File: config.mk
export PLATFORM = sky130hd
export DESIGN_NAME = brightness_contrast_pixel_core
export DESIGN_NICKNAME = d
export VERILOG_FILES = /design/src/hw/rtl/bcp_pkg.sv /design/src/hw/rtl/bcp_lane.sv /design/src/hw/rtl/bcp_merge.sv /design/src/hw/rtl/brightness_contrast_pixel_core.sv
export VERILOG_INCLUDE_DIRS = /design/src /design/src/hw/rtl
export SDC_FILE = /design/constraint.sdc
export NUM_CORES = 2
export LEC_CHECK = 0
export BUFFER_PORTS_ARGS = -buffer_cell sky130_fd_sc_hd__clkbuf_2
export CORE_AREA = 8 8 382 384
export CTS_CLUSTER_SIZE = 20
export DETAILED_ROUTE_END_ITERATION = 16
export DIE_AREA = 0 0 390 392
export PLACE_DENSITY = 0.69
export SYNTH_ARGS = -nofsm -noshare
export SYNTH_HDL_FRONTEND = slang
export SYNTH_SLANG_ARGS = --single-unit
export TNS_END_PERCENT = 30
File: constraint.sdc
create_clock -name i_clk -period 9.76 [get_ports i_clk]
set_clock_uncertainty 0.05 [all_clocks]
set_input_delay 0.976 -clock i_clk [delete_from_list [all_inputs] [get_ports i_clk]]
set_output_delay 0.976 -clock i_clk [all_outputs]
set_load 0.01 [all_outputs]
File: src/hw/rtl/brightness_contrast_pixel_core_defines.svh
// assertion macros shared by the brightness/contrast pixel core
// no dependencies; included by files that carry concurrent checks
`ifndef BRIGHTNESS_CONTRAST_PIXEL_CORE_DEFINES_SVH
`define BRIGHTNESS_CONTRAST_PIXEL_CORE_DEFINES_SVH

// antecedent implies consequent on the same edge, off while in reset
`define BCP_ASSERT_IMP(lbl, clk, rstn, ante, cons, msg) \
    lbl: assert property (@(posedge clk) disable iff (!(rstn)) (ante) |-> (cons)) \
        else $error(msg);

// condition must never be seen, off while in reset
`define BCP_ASSERT_NEVER(lbl, clk, rstn, cond, msg) \
    `BCP_ASSERT_IMP(lbl, clk, rstn, 1'b1, !(cond), msg)

`endif

File: src/hw/rtl/bcp_pkg.sv
// shared widths, constants and types of the brightness/contrast pixel core
// no dependencies; imported by every module of the block
`default_nettype none

package bcp_pkg;

    // channel and lane layout
    localparam int CH_W  = 8;
    localparam int LANES = 3;
    localparam int PIX_W = 32;

    // arithmetic widths
    localparam int T_W   = 10;  // v - 128 + b
    localparam int K_W   = 17;  // 259 * (c + 255)
    localparam int DEN_W = 17;  // 255 * (259 - c)
    localparam int OFF_W = 24;  // 128 * 255 * (259 - c)
    localparam int NUM_W = 27;  // signed numerator
    localparam int REM_W = 25;  // remainder below den << 8

    // formula constants
    localparam int GAIN_MUL = 259;
    localparam int DEN_MUL  = 255;
    localparam int MID      = 128;
    localparam int OFF_MUL  = MID * DEN_MUL;
    localparam int C_BIAS   = 255;

    localparam logic signed [CH_W-1:0] CONTRAST_MIN = -8'sd100;
    localparam logic signed [CH_W-1:0] CONTRAST_MAX = 8'sd100;

    // pipeline shape: input stage, product, numerator, one stage per quotient bit
    localparam int PRE_STAGES = 2;
    localparam int DIV_STAGES = CH_W;
    localparam int PIPE_DEPTH = 1 + PRE_STAGES + DIV_STAGES;
    localparam int RESULT_LAT = PIPE_DEPTH + 1;

    // coefficients derived from the contrast register
    typedef struct packed {
        logic [K_W-1:0]   k;
        logic [OFF_W-1:0] off;
        logic [DEN_W-1:0] den;
    } t_coef;

    // per-request control travelling to the merge stage
    typedef struct packed {
        logic vld;
        logic byp;
    } t_ctrl;

endpackage

`default_nettype wire

File: src/hw/rtl/bcp_lane.sv
// one colour channel lane: scaled numerator and a pipelined restoring divider
// depends on bcp_pkg
`default_nettype none

module bcp_lane import bcp_pkg::*; (
    input  logic            i_clk,
    input  logic [CH_W-1:0] i_chan,
    input  logic [CH_W-1:0] i_bright,
    input  t_coef           i_coef,
    output logic [CH_W-1:0] o_chan
);

    logic signed [T_W-1:0]   w_t;
    logic signed [NUM_W-1:0] w_t_ext;
    logic signed [NUM_W-1:0] w_k_ext;
    logic signed [NUM_W-1:0] w_prod;
    logic signed [NUM_W-1:0] r_prod;
    logic signed [NUM_W-1:0] w_num;
    logic [NUM_W-1:0]        w_lim;
    logic                    w_neg;
    logic                    w_sat;

    logic [REM_W-1:0] r_rem [DIV_STAGES];
    logic [CH_W-1:0]  r_q   [DIV_STAGES+1];
    logic             r_neg [DIV_STAGES+1];
    logic             r_sat [DIV_STAGES+1];

    // offset channel value and form k * t
    assign w_t = $signed({{(T_W-CH_W){1'b0}}, i_chan})
               + $signed({{(T_W-CH_W){i_bright[CH_W-1]}}, i_bright})
               - $signed(T_W'(MID));
    assign w_t_ext = $signed({{(NUM_W-T_W){w_t[T_W-1]}}, w_t});
    assign w_k_ext = $signed({{(NUM_W-K_W){1'b0}}, i_coef.k});
    assign w_prod  = w_k_ext * w_t_ext;

    always_ff @(posedge i_clk) begin
        r_prod <= w_prod;
    end

    // numerator, sign and overflow of the quotient
    assign w_num = r_prod + $signed({{(NUM_W-OFF_W){1'b0}}, i_coef.off});
    assign w_lim = NUM_W'({i_coef.den, {CH_W{1'b0}}});
    assign w_neg = w_num[NUM_W-1];
    assign w_sat = !w_neg && ($unsigned(w_num) >= w_lim);

    always_ff @(posedge i_clk) begin
        r_rem[0] <= w_num[REM_W-1:0];
        r_q[0]   <= '0;
        r_neg[0] <= w_neg;
        r_sat[0] <= w_sat;
    end

    // one quotient bit per stage, most significant first
    for (genvar j = 0; j < DIV_STAGES; j++) begin : g_div
        localparam int SH = CH_W - 1 - j;
        logic [REM_W-1:0] w_dsh;
        logic             w_ge;

        assign w_dsh = REM_W'(i_coef.den) << SH;
        assign w_ge  = r_rem[j] >= w_dsh;

        always_ff @(posedge i_clk) begin
            r_q[j+1]   <= r_q[j] | (CH_W'(w_ge) << SH);
            r_neg[j+1] <= r_neg[j];
            r_sat[j+1] <= r_sat[j];
        end

        if (j < DIV_STAGES - 1) begin : g_rem
            always_ff @(posedge i_clk) begin
                r_rem[j+1] <= w_ge ? (r_rem[j] - w_dsh) : r_rem[j];
            end
        end
    end

    // clamp to the channel range
    assign o_chan = r_neg[DIV_STAGES] ? '0
                  : (r_sat[DIV_STAGES] ? '1 : r_q[DIV_STAGES]);

endmodule

`default_nettype wire

File: src/hw/rtl/bcp_merge.sv
// merge stage: reassembles the pixel from the lanes or passes it through
// depends on bcp_pkg
`default_nettype none

module bcp_merge import bcp_pkg::*; (
    input  logic                       i_clk,
    input  logic                       i_rst_n,
    input  t_ctrl                      i_ctrl,
    input  logic [PIX_W-1:0]           i_pixel,
    input  logic [LANES-1:0][CH_W-1:0] i_chan,
    output logic                       o_done,
    output logic [PIX_W-1:0]           o_pixel
);

    logic             r_done;
    logic [PIX_W-1:0] r_pixel;
    logic [PIX_W-1:0] n_pixel;

    // alpha kept, colour channels from the lanes unless bypassed
    assign n_pixel = i_ctrl.byp ? i_pixel
                   : {i_pixel[PIX_W-1:LANES*CH_W], i_chan};

    always_ff @(posedge i_clk) begin
        if (!i_rst_n) begin
            r_done <= 1'b0;
        end else begin
            r_done <= i_ctrl.vld;
        end
    end

    always_ff @(posedge i_clk) begin
        r_pixel <= n_pixel;
    end

    assign o_done  = r_done;
    assign o_pixel = r_pixel;

endmodule

`default_nettype wire

File: src/hw/rtl/brightness_contrast_pixel_core.sv
// top level of the brightness/contrast pixel core: config registers,
// request pipeline, three channel lanes and the merge stage
// depends on bcp_pkg, bcp_lane, bcp_merge and the defines header
//
// usage
//   configuration: APB-style port, brightness at byte address 0, contrast at
//   address 4, low 8 bits of pwdata used, pready always high; write only
//   while no request is in flight
//   requests: a pixel and its selected flag are taken at each rising edge
//   with start high and busy low; busy stays low, so one request per clock
//   results: o_done marks o_pixel_out for one cycle, in request order, once
//   the request has passed through the whole pipeline and the merge register
//   the depth is set by the eight stage restoring divider in each lane,
//   plus input, product, numerator and merge registers
//   the receiver cannot stall; a result is shown once and then dropped
//   reset clears both registers to zero and empties the pipeline
`default_nettype none
`include "brightness_contrast_pixel_core_defines.svh"

module brightness_contrast_pixel_core import bcp_pkg::*; (
    input  logic             i_clk,
    input  logic             i_rst_n,
    input  logic             psel,
    input  logic             penable,
    input  logic             pwrite,
    input  logic [2:0]       paddr,
    input  logic [31:0]      pwdata,
    output logic [31:0]      prdata,
    output logic             pready,
    input  logic             start,
    output logic             busy,
    input  logic [PIX_W-1:0] i_pixel_in,
    input  logic             i_selected,
    output logic             o_done,
    output logic [PIX_W-1:0] o_pixel_out
);

    localparam logic REG_BRIGHTNESS = 1'b0;
    localparam logic REG_CONTRAST   = 1'b1;

    logic [CH_W-1:0]  r_brightness;
    logic [CH_W-1:0]  r_contrast;
    t_coef            r_coef;
    logic             w_wr;
    logic             w_take;

    logic [PIPE_DEPTH-1:0] r_vld;
    logic [PIPE_DEPTH-1:0] r_byp;
    logic [PIX_W-1:0]      r_pix [PIPE_DEPTH];

    logic [LANES-1:0][CH_W-1:0] w_chan;
    t_ctrl                      w_ctrl;

    // clamp contrast and derive gain, offset and divisor
    function automatic t_coef coef_of(input logic [CH_W-1:0] c);
        logic signed [CH_W-1:0] cs;
        logic signed [CH_W-1:0] cc;
        logic signed [9:0]      cw;
        logic [8:0]             cp;
        logic [8:0]             cm;
        t_coef                  res;
        cs = $signed(c);
        if (cs < CONTRAST_MIN) begin
            cc = CONTRAST_MIN;
        end else if (cs > CONTRAST_MAX) begin
            cc = CONTRAST_MAX;
        end else begin
            cc = cs;
        end
        cw = {{2{cc[CH_W-1]}}, cc};
        cp = 9'(cw + 10'(C_BIAS));
        cm = 9'(10'(GAIN_MUL) - cw);
        res.k   = K_W'(cp) * K_W'(GAIN_MUL);
        res.den = DEN_W'(cm) * DEN_W'(DEN_MUL);
        res.off = OFF_W'(cm) * OFF_W'(OFF_MUL);
        return res;
    endfunction

    // configuration port
    assign pready = 1'b1;
    assign w_wr   = psel && penable && pwrite && pready;
    assign prdata = (paddr[2] == REG_CONTRAST) ? {24'b0, r_contrast}
                                              : {24'b0, r_brightness};

    always_ff @(posedge i_clk) begin
        if (!i_rst_n) begin
            r_brightness <= '0;
            r_contrast   <= '0;
        end else if (w_wr) begin
            if (paddr[2] == REG_BRIGHTNESS) begin
                r_brightness <= pwdata[CH_W-1:0];
            end else begin
                r_contrast <= pwdata[CH_W-1:0];
            end
        end
    end

    always_ff @(posedge i_clk) begin
        r_coef <= coef_of(r_contrast);
    end

    // request pipeline: valid, bypass and pixel follow the lanes
    assign busy   = 1'b0;
    assign w_take = start && !busy;

    always_ff @(posedge i_clk) begin
        if (!i_rst_n) begin
            r_vld <= '0;
        end else begin
            r_vld <= {r_vld[PIPE_DEPTH-2:0], w_take};
        end
    end

    always_ff @(posedge i_clk) begin
        r_byp    <= {r_byp[PIPE_DEPTH-2:0],
                     !i_selected || (i_pixel_in[PIX_W-1:LANES*CH_W] == '0)};
        r_pix[0] <= i_pixel_in;
        for (int s = 1; s < PIPE_DEPTH; s++) begin
            r_pix[s] <= r_pix[s-1];
        end
    end

    // colour lanes, blue in lane 0
    for (genvar l = 0; l < LANES; l++) begin : g_lane
        bcp_lane u_lane (
            .i_clk    (i_clk),
            .i_chan   (r_pix[0][l*CH_W +: CH_W]),
            .i_bright (r_brightness),
            .i_coef   (r_coef),
            .o_chan   (w_chan[l])
        );
    end

    assign w_ctrl.vld = r_vld[PIPE_DEPTH-1];
    assign w_ctrl.byp = r_byp[PIPE_DEPTH-1];

    bcp_merge u_merge (
        .i_clk   (i_clk),
        .i_rst_n (i_rst_n),
        .i_ctrl  (w_ctrl),
        .i_pixel (r_pix[PIPE_DEPTH-1]),
        .i_chan  (w_chan),
        .o_done  (o_done),
        .o_pixel (o_pixel_out)
    );

    // checks
    `BCP_ASSERT_IMP(a_done_has_request, i_clk, i_rst_n, o_done,
        $past(start && !busy, RESULT_LAT), "result without a matching request")
    `BCP_ASSERT_IMP(a_alpha_kept, i_clk, i_rst_n, o_done,
        o_pixel_out[31:24] == $past(i_pixel_in[31:24], RESULT_LAT),
        "alpha changed")
    `BCP_ASSERT_NEVER(a_bypass_exact, i_clk, i_rst_n,
        o_done && $past(!i_selected || i_pixel_in[31:24] == 8'h00, RESULT_LAT)
        && (o_pixel_out != $past(i_pixel_in, RESULT_LAT)),
        "bypassed pixel altered")

endmodule

`default_nettype wire
==> impl_metrics.csv <==
group,metric,value,unit
global_route,track_usage,0.2168,
place,gp_congestion,0.8979,
global_route,antenna_found_initial,0,
synth,async_reset_ff_frac,0,
global_route,grt-ovfl-total,0,
floorplanning,rows,138,
place,dp_hpwl,125.9,mm
synth,yosys_warnings,0,
cts,cts_setup_buffers,0,
final_layout,antennaDiodeCount,0,
timing,setup_violations,0,
final_layout,syn2layout_area_growth,9.664,%
cts,cts_buffers,134,
cts,cts.sinks,1299,
global_route,grt_first_pass_wirelength,271.1,mm
worst_setup_path,worst-setup-path-type,"register to register",
final_layout,nets,9062,
worst_setup_path,slowest_stage,"dfxtp_1",
route,routed_wl,167.8,mm
worst_setup_path,path_buf_inv,5,
route,ant_nets,0,
timing,rsz0062_at_grt,"no",
worst_setup_path,cp.required,10.38,ns
synth,ys_types,86,
route,wl_per_cell,17.30,µm
outcome,status,"finished, final reports clean",
route,first_pass_iters,5,
worst_setup_path,start_kind,"register",
job,maxCapViolCount,0,
global_route,grt_pass1_vias,52740,
route,vias_per_cell,5.439,
timing,relSlewSlack,0.2234,
timing,worst_slew_pin_slew,1.165,ns
cts,cts.clk_slew.worst_paths,0.07,ns
worst_setup_path,cp.arrival,8.83,ns
cts,clock_path_buffers,3,
floorplanning,core_area,140200,µm²
final_layout,fillCellCount,12020,
route,drc,0,
synth,netlist_area,73640,µm²
cts,worstSkewPairLatency,0.79,ns
route,num_vias,52760,
timing,finalCritPeriodShare,0.8416,
synth,synth_area_per_cell,9.677,µm²
cts,cts_hold_buffers,0,
final_layout,final_common_cell,"dfxtp_1",
floorplanning,chipHeight,392,µm
worst_setup_path,cp_common_cell,"fa_1",
cts,cts_tree,"built",
route,drt_first_iter_violations,2909,
synth,synth_flop_cell,"dfxtp_1",
final_layout,final_cell_mix,"dfxtp_1 (1,293), ha_1 (855), inv_1 (699), nand2_1 (603), a21oi_1 (511)",
floorplanning,initial_core_util,0.5252,
worst_setup_path,slowest_delay,0.63,ns
cts,clockRootBuffer,"clkbuf_16",
synth,synth-edff-count,0,
floorplanning,die_w,390,µm
worst_setup_path,cp_top_family,"adder cells",
synth,synthCells,7610,
cts,postCtsResizedCells,0,
timing,max_clock_freq,121.7,MHz
timing,slew_viol_final,0,
final_layout,multi_input_area,44270,µm²
timing,setup_tns,0,ns
cts,cts_max_level,4,
floorplanning,design.die.area,152900,µm²
place,port_buffers,88,
timing,hold_violations,0,
hold_path,hp-class,"input pin to register",
synth,synth-seq-area-share,0.3531,
synth,ys_ff_latch,1299,
final_layout,register_area,26020,µm²
global_route,grt_start_max_net_pins,49,
worst_setup_path,critPathCaptureType,"register",
floorplanning,ioPinCount,141,
worst_setup_path,cp_max_fo,19,
final_layout,drive_gt1_frac,0.06888,
timing,layout_min_cycle_time,8.214,ns
-- worst paths after layout --
| path | startpoint | to | slack [ns] | cells past startpoint |
|---|---|---|---|---|
| worst min register to register | r_pix[3][0] | r_pix[4][0] | 0.25 | 0 |
| worst min-delay path | i_pixel_in[0] | r_pix[0][0] | 0.23 | 1 |
| worst max register to register | r_brightness[1] | g_lane[1].u_lane.r_prod[26] | 1.55 | 31 |
| worst max-delay path | r_brightness[1] | g_lane[1].u_lane.r_prod[26] | 1.55 | 31 |
-- area by class of cell --
| cell class | instances | area share |
|---|---|---|
| multi-input combinational | 5412 | 0.5482 |
| sequential | 1299 | 0.3221 |
| clock buffer | 184 | 0.04632 |
| inverter | 716 | 0.03328 |
| tap | 1890 | 0.02928 |
| timing repair buffer | 147 | 0.01094 |
| clock inverter | 53 | 0.009807 |
-- through the flow --
stage	std cells	worst slack, ns	hold slack, ns	utilization	instance area [µm²]
6_report	9701	1.546	0.2323	0.5760	80760
5_1_grt	9701	1.084	0.1916	0.5760	80760
4_1_cts	9701	1.574	0.1787	0.5760	80760
3_5_place_dp	9464	1.590	0.2621	0.5437	76220
3_3_place_gp	9464	1.688	0.2596	0.5437	76220
2_1_floorplan	7634	2.713	0.2596	-	73730
-- kinds of logic (layout without fill, tap and decap cells) --
logic type | count (synthesis) | after routing | share of synthesized area
buf+inv | 923 | 1100 | 0.04858
other cells | 2 | 26 | 0.0001020
xor+xnor | 497 | 497 | 0.05911
fa+ha+maj | 1278 | 1278 | 0.2603
compound gates | 1492 | 1492 | 0.1275
mux | 123 | 123 | 0.01843
flops | 1299 | 1299 | 0.3531
simple gates | 1996 | 1996 | 0.1328
-- registers in the layout, summed over array words and instances (netlist names) --
signal / flops
g_lane.u_lane.r_rem: 600
r_pix: 352
g_lane.u_lane.r_q: 108
g_lane.u_lane.r_prod: 81
r_coef: 33
u_merge.o_pixel: 32
g_lane.u_lane.r_neg: 27
g_lane.u_lane.r_sat: 27
r_byp: 11
r_vld: 11
r_brightness: 8
r_contrast: 8
u_merge.o_done: 1
-- synthesized netlist by cell type, types with 127 or more instances --
library cell	instances	area [µm²]
dfxtp_1	1299	26000
ha_1	855	10700
inv_1	715	2684
nand2_1	603	2263
a21oi_1	511	2557
nor2_1	465	1745
fa_1	423	8468
xnor2_1	317	2776
o21ai_0	297	1486
and2_1	208	1301
a21o_1	204	1531
xor2_1	180	1577
clkbuf_1	166	623.1
nand2b_1	127	794.5
-- routing by layer --
| metal | vias up | share of wire | global-route usage | routed length, µm |
|---|---|---|---|---|
| li1 | 25910 | - | - | - |
| met1 | 25090 | 0.44 | 0.2798 | 74570 |
| met2 | 1393 | 0.46 | 0.3624 | 77510 |
| met3 | 371 | 0.049 | 0.03384 | 8287 |
| met4 | 0 | 0.044 | 0.09154 | 7434 |
| met5 | - | 0 | 0 | 0 |
Power is not shown: default switching activity piles up to over one toggle a cycle in this logic, so the estimate is an artifact.
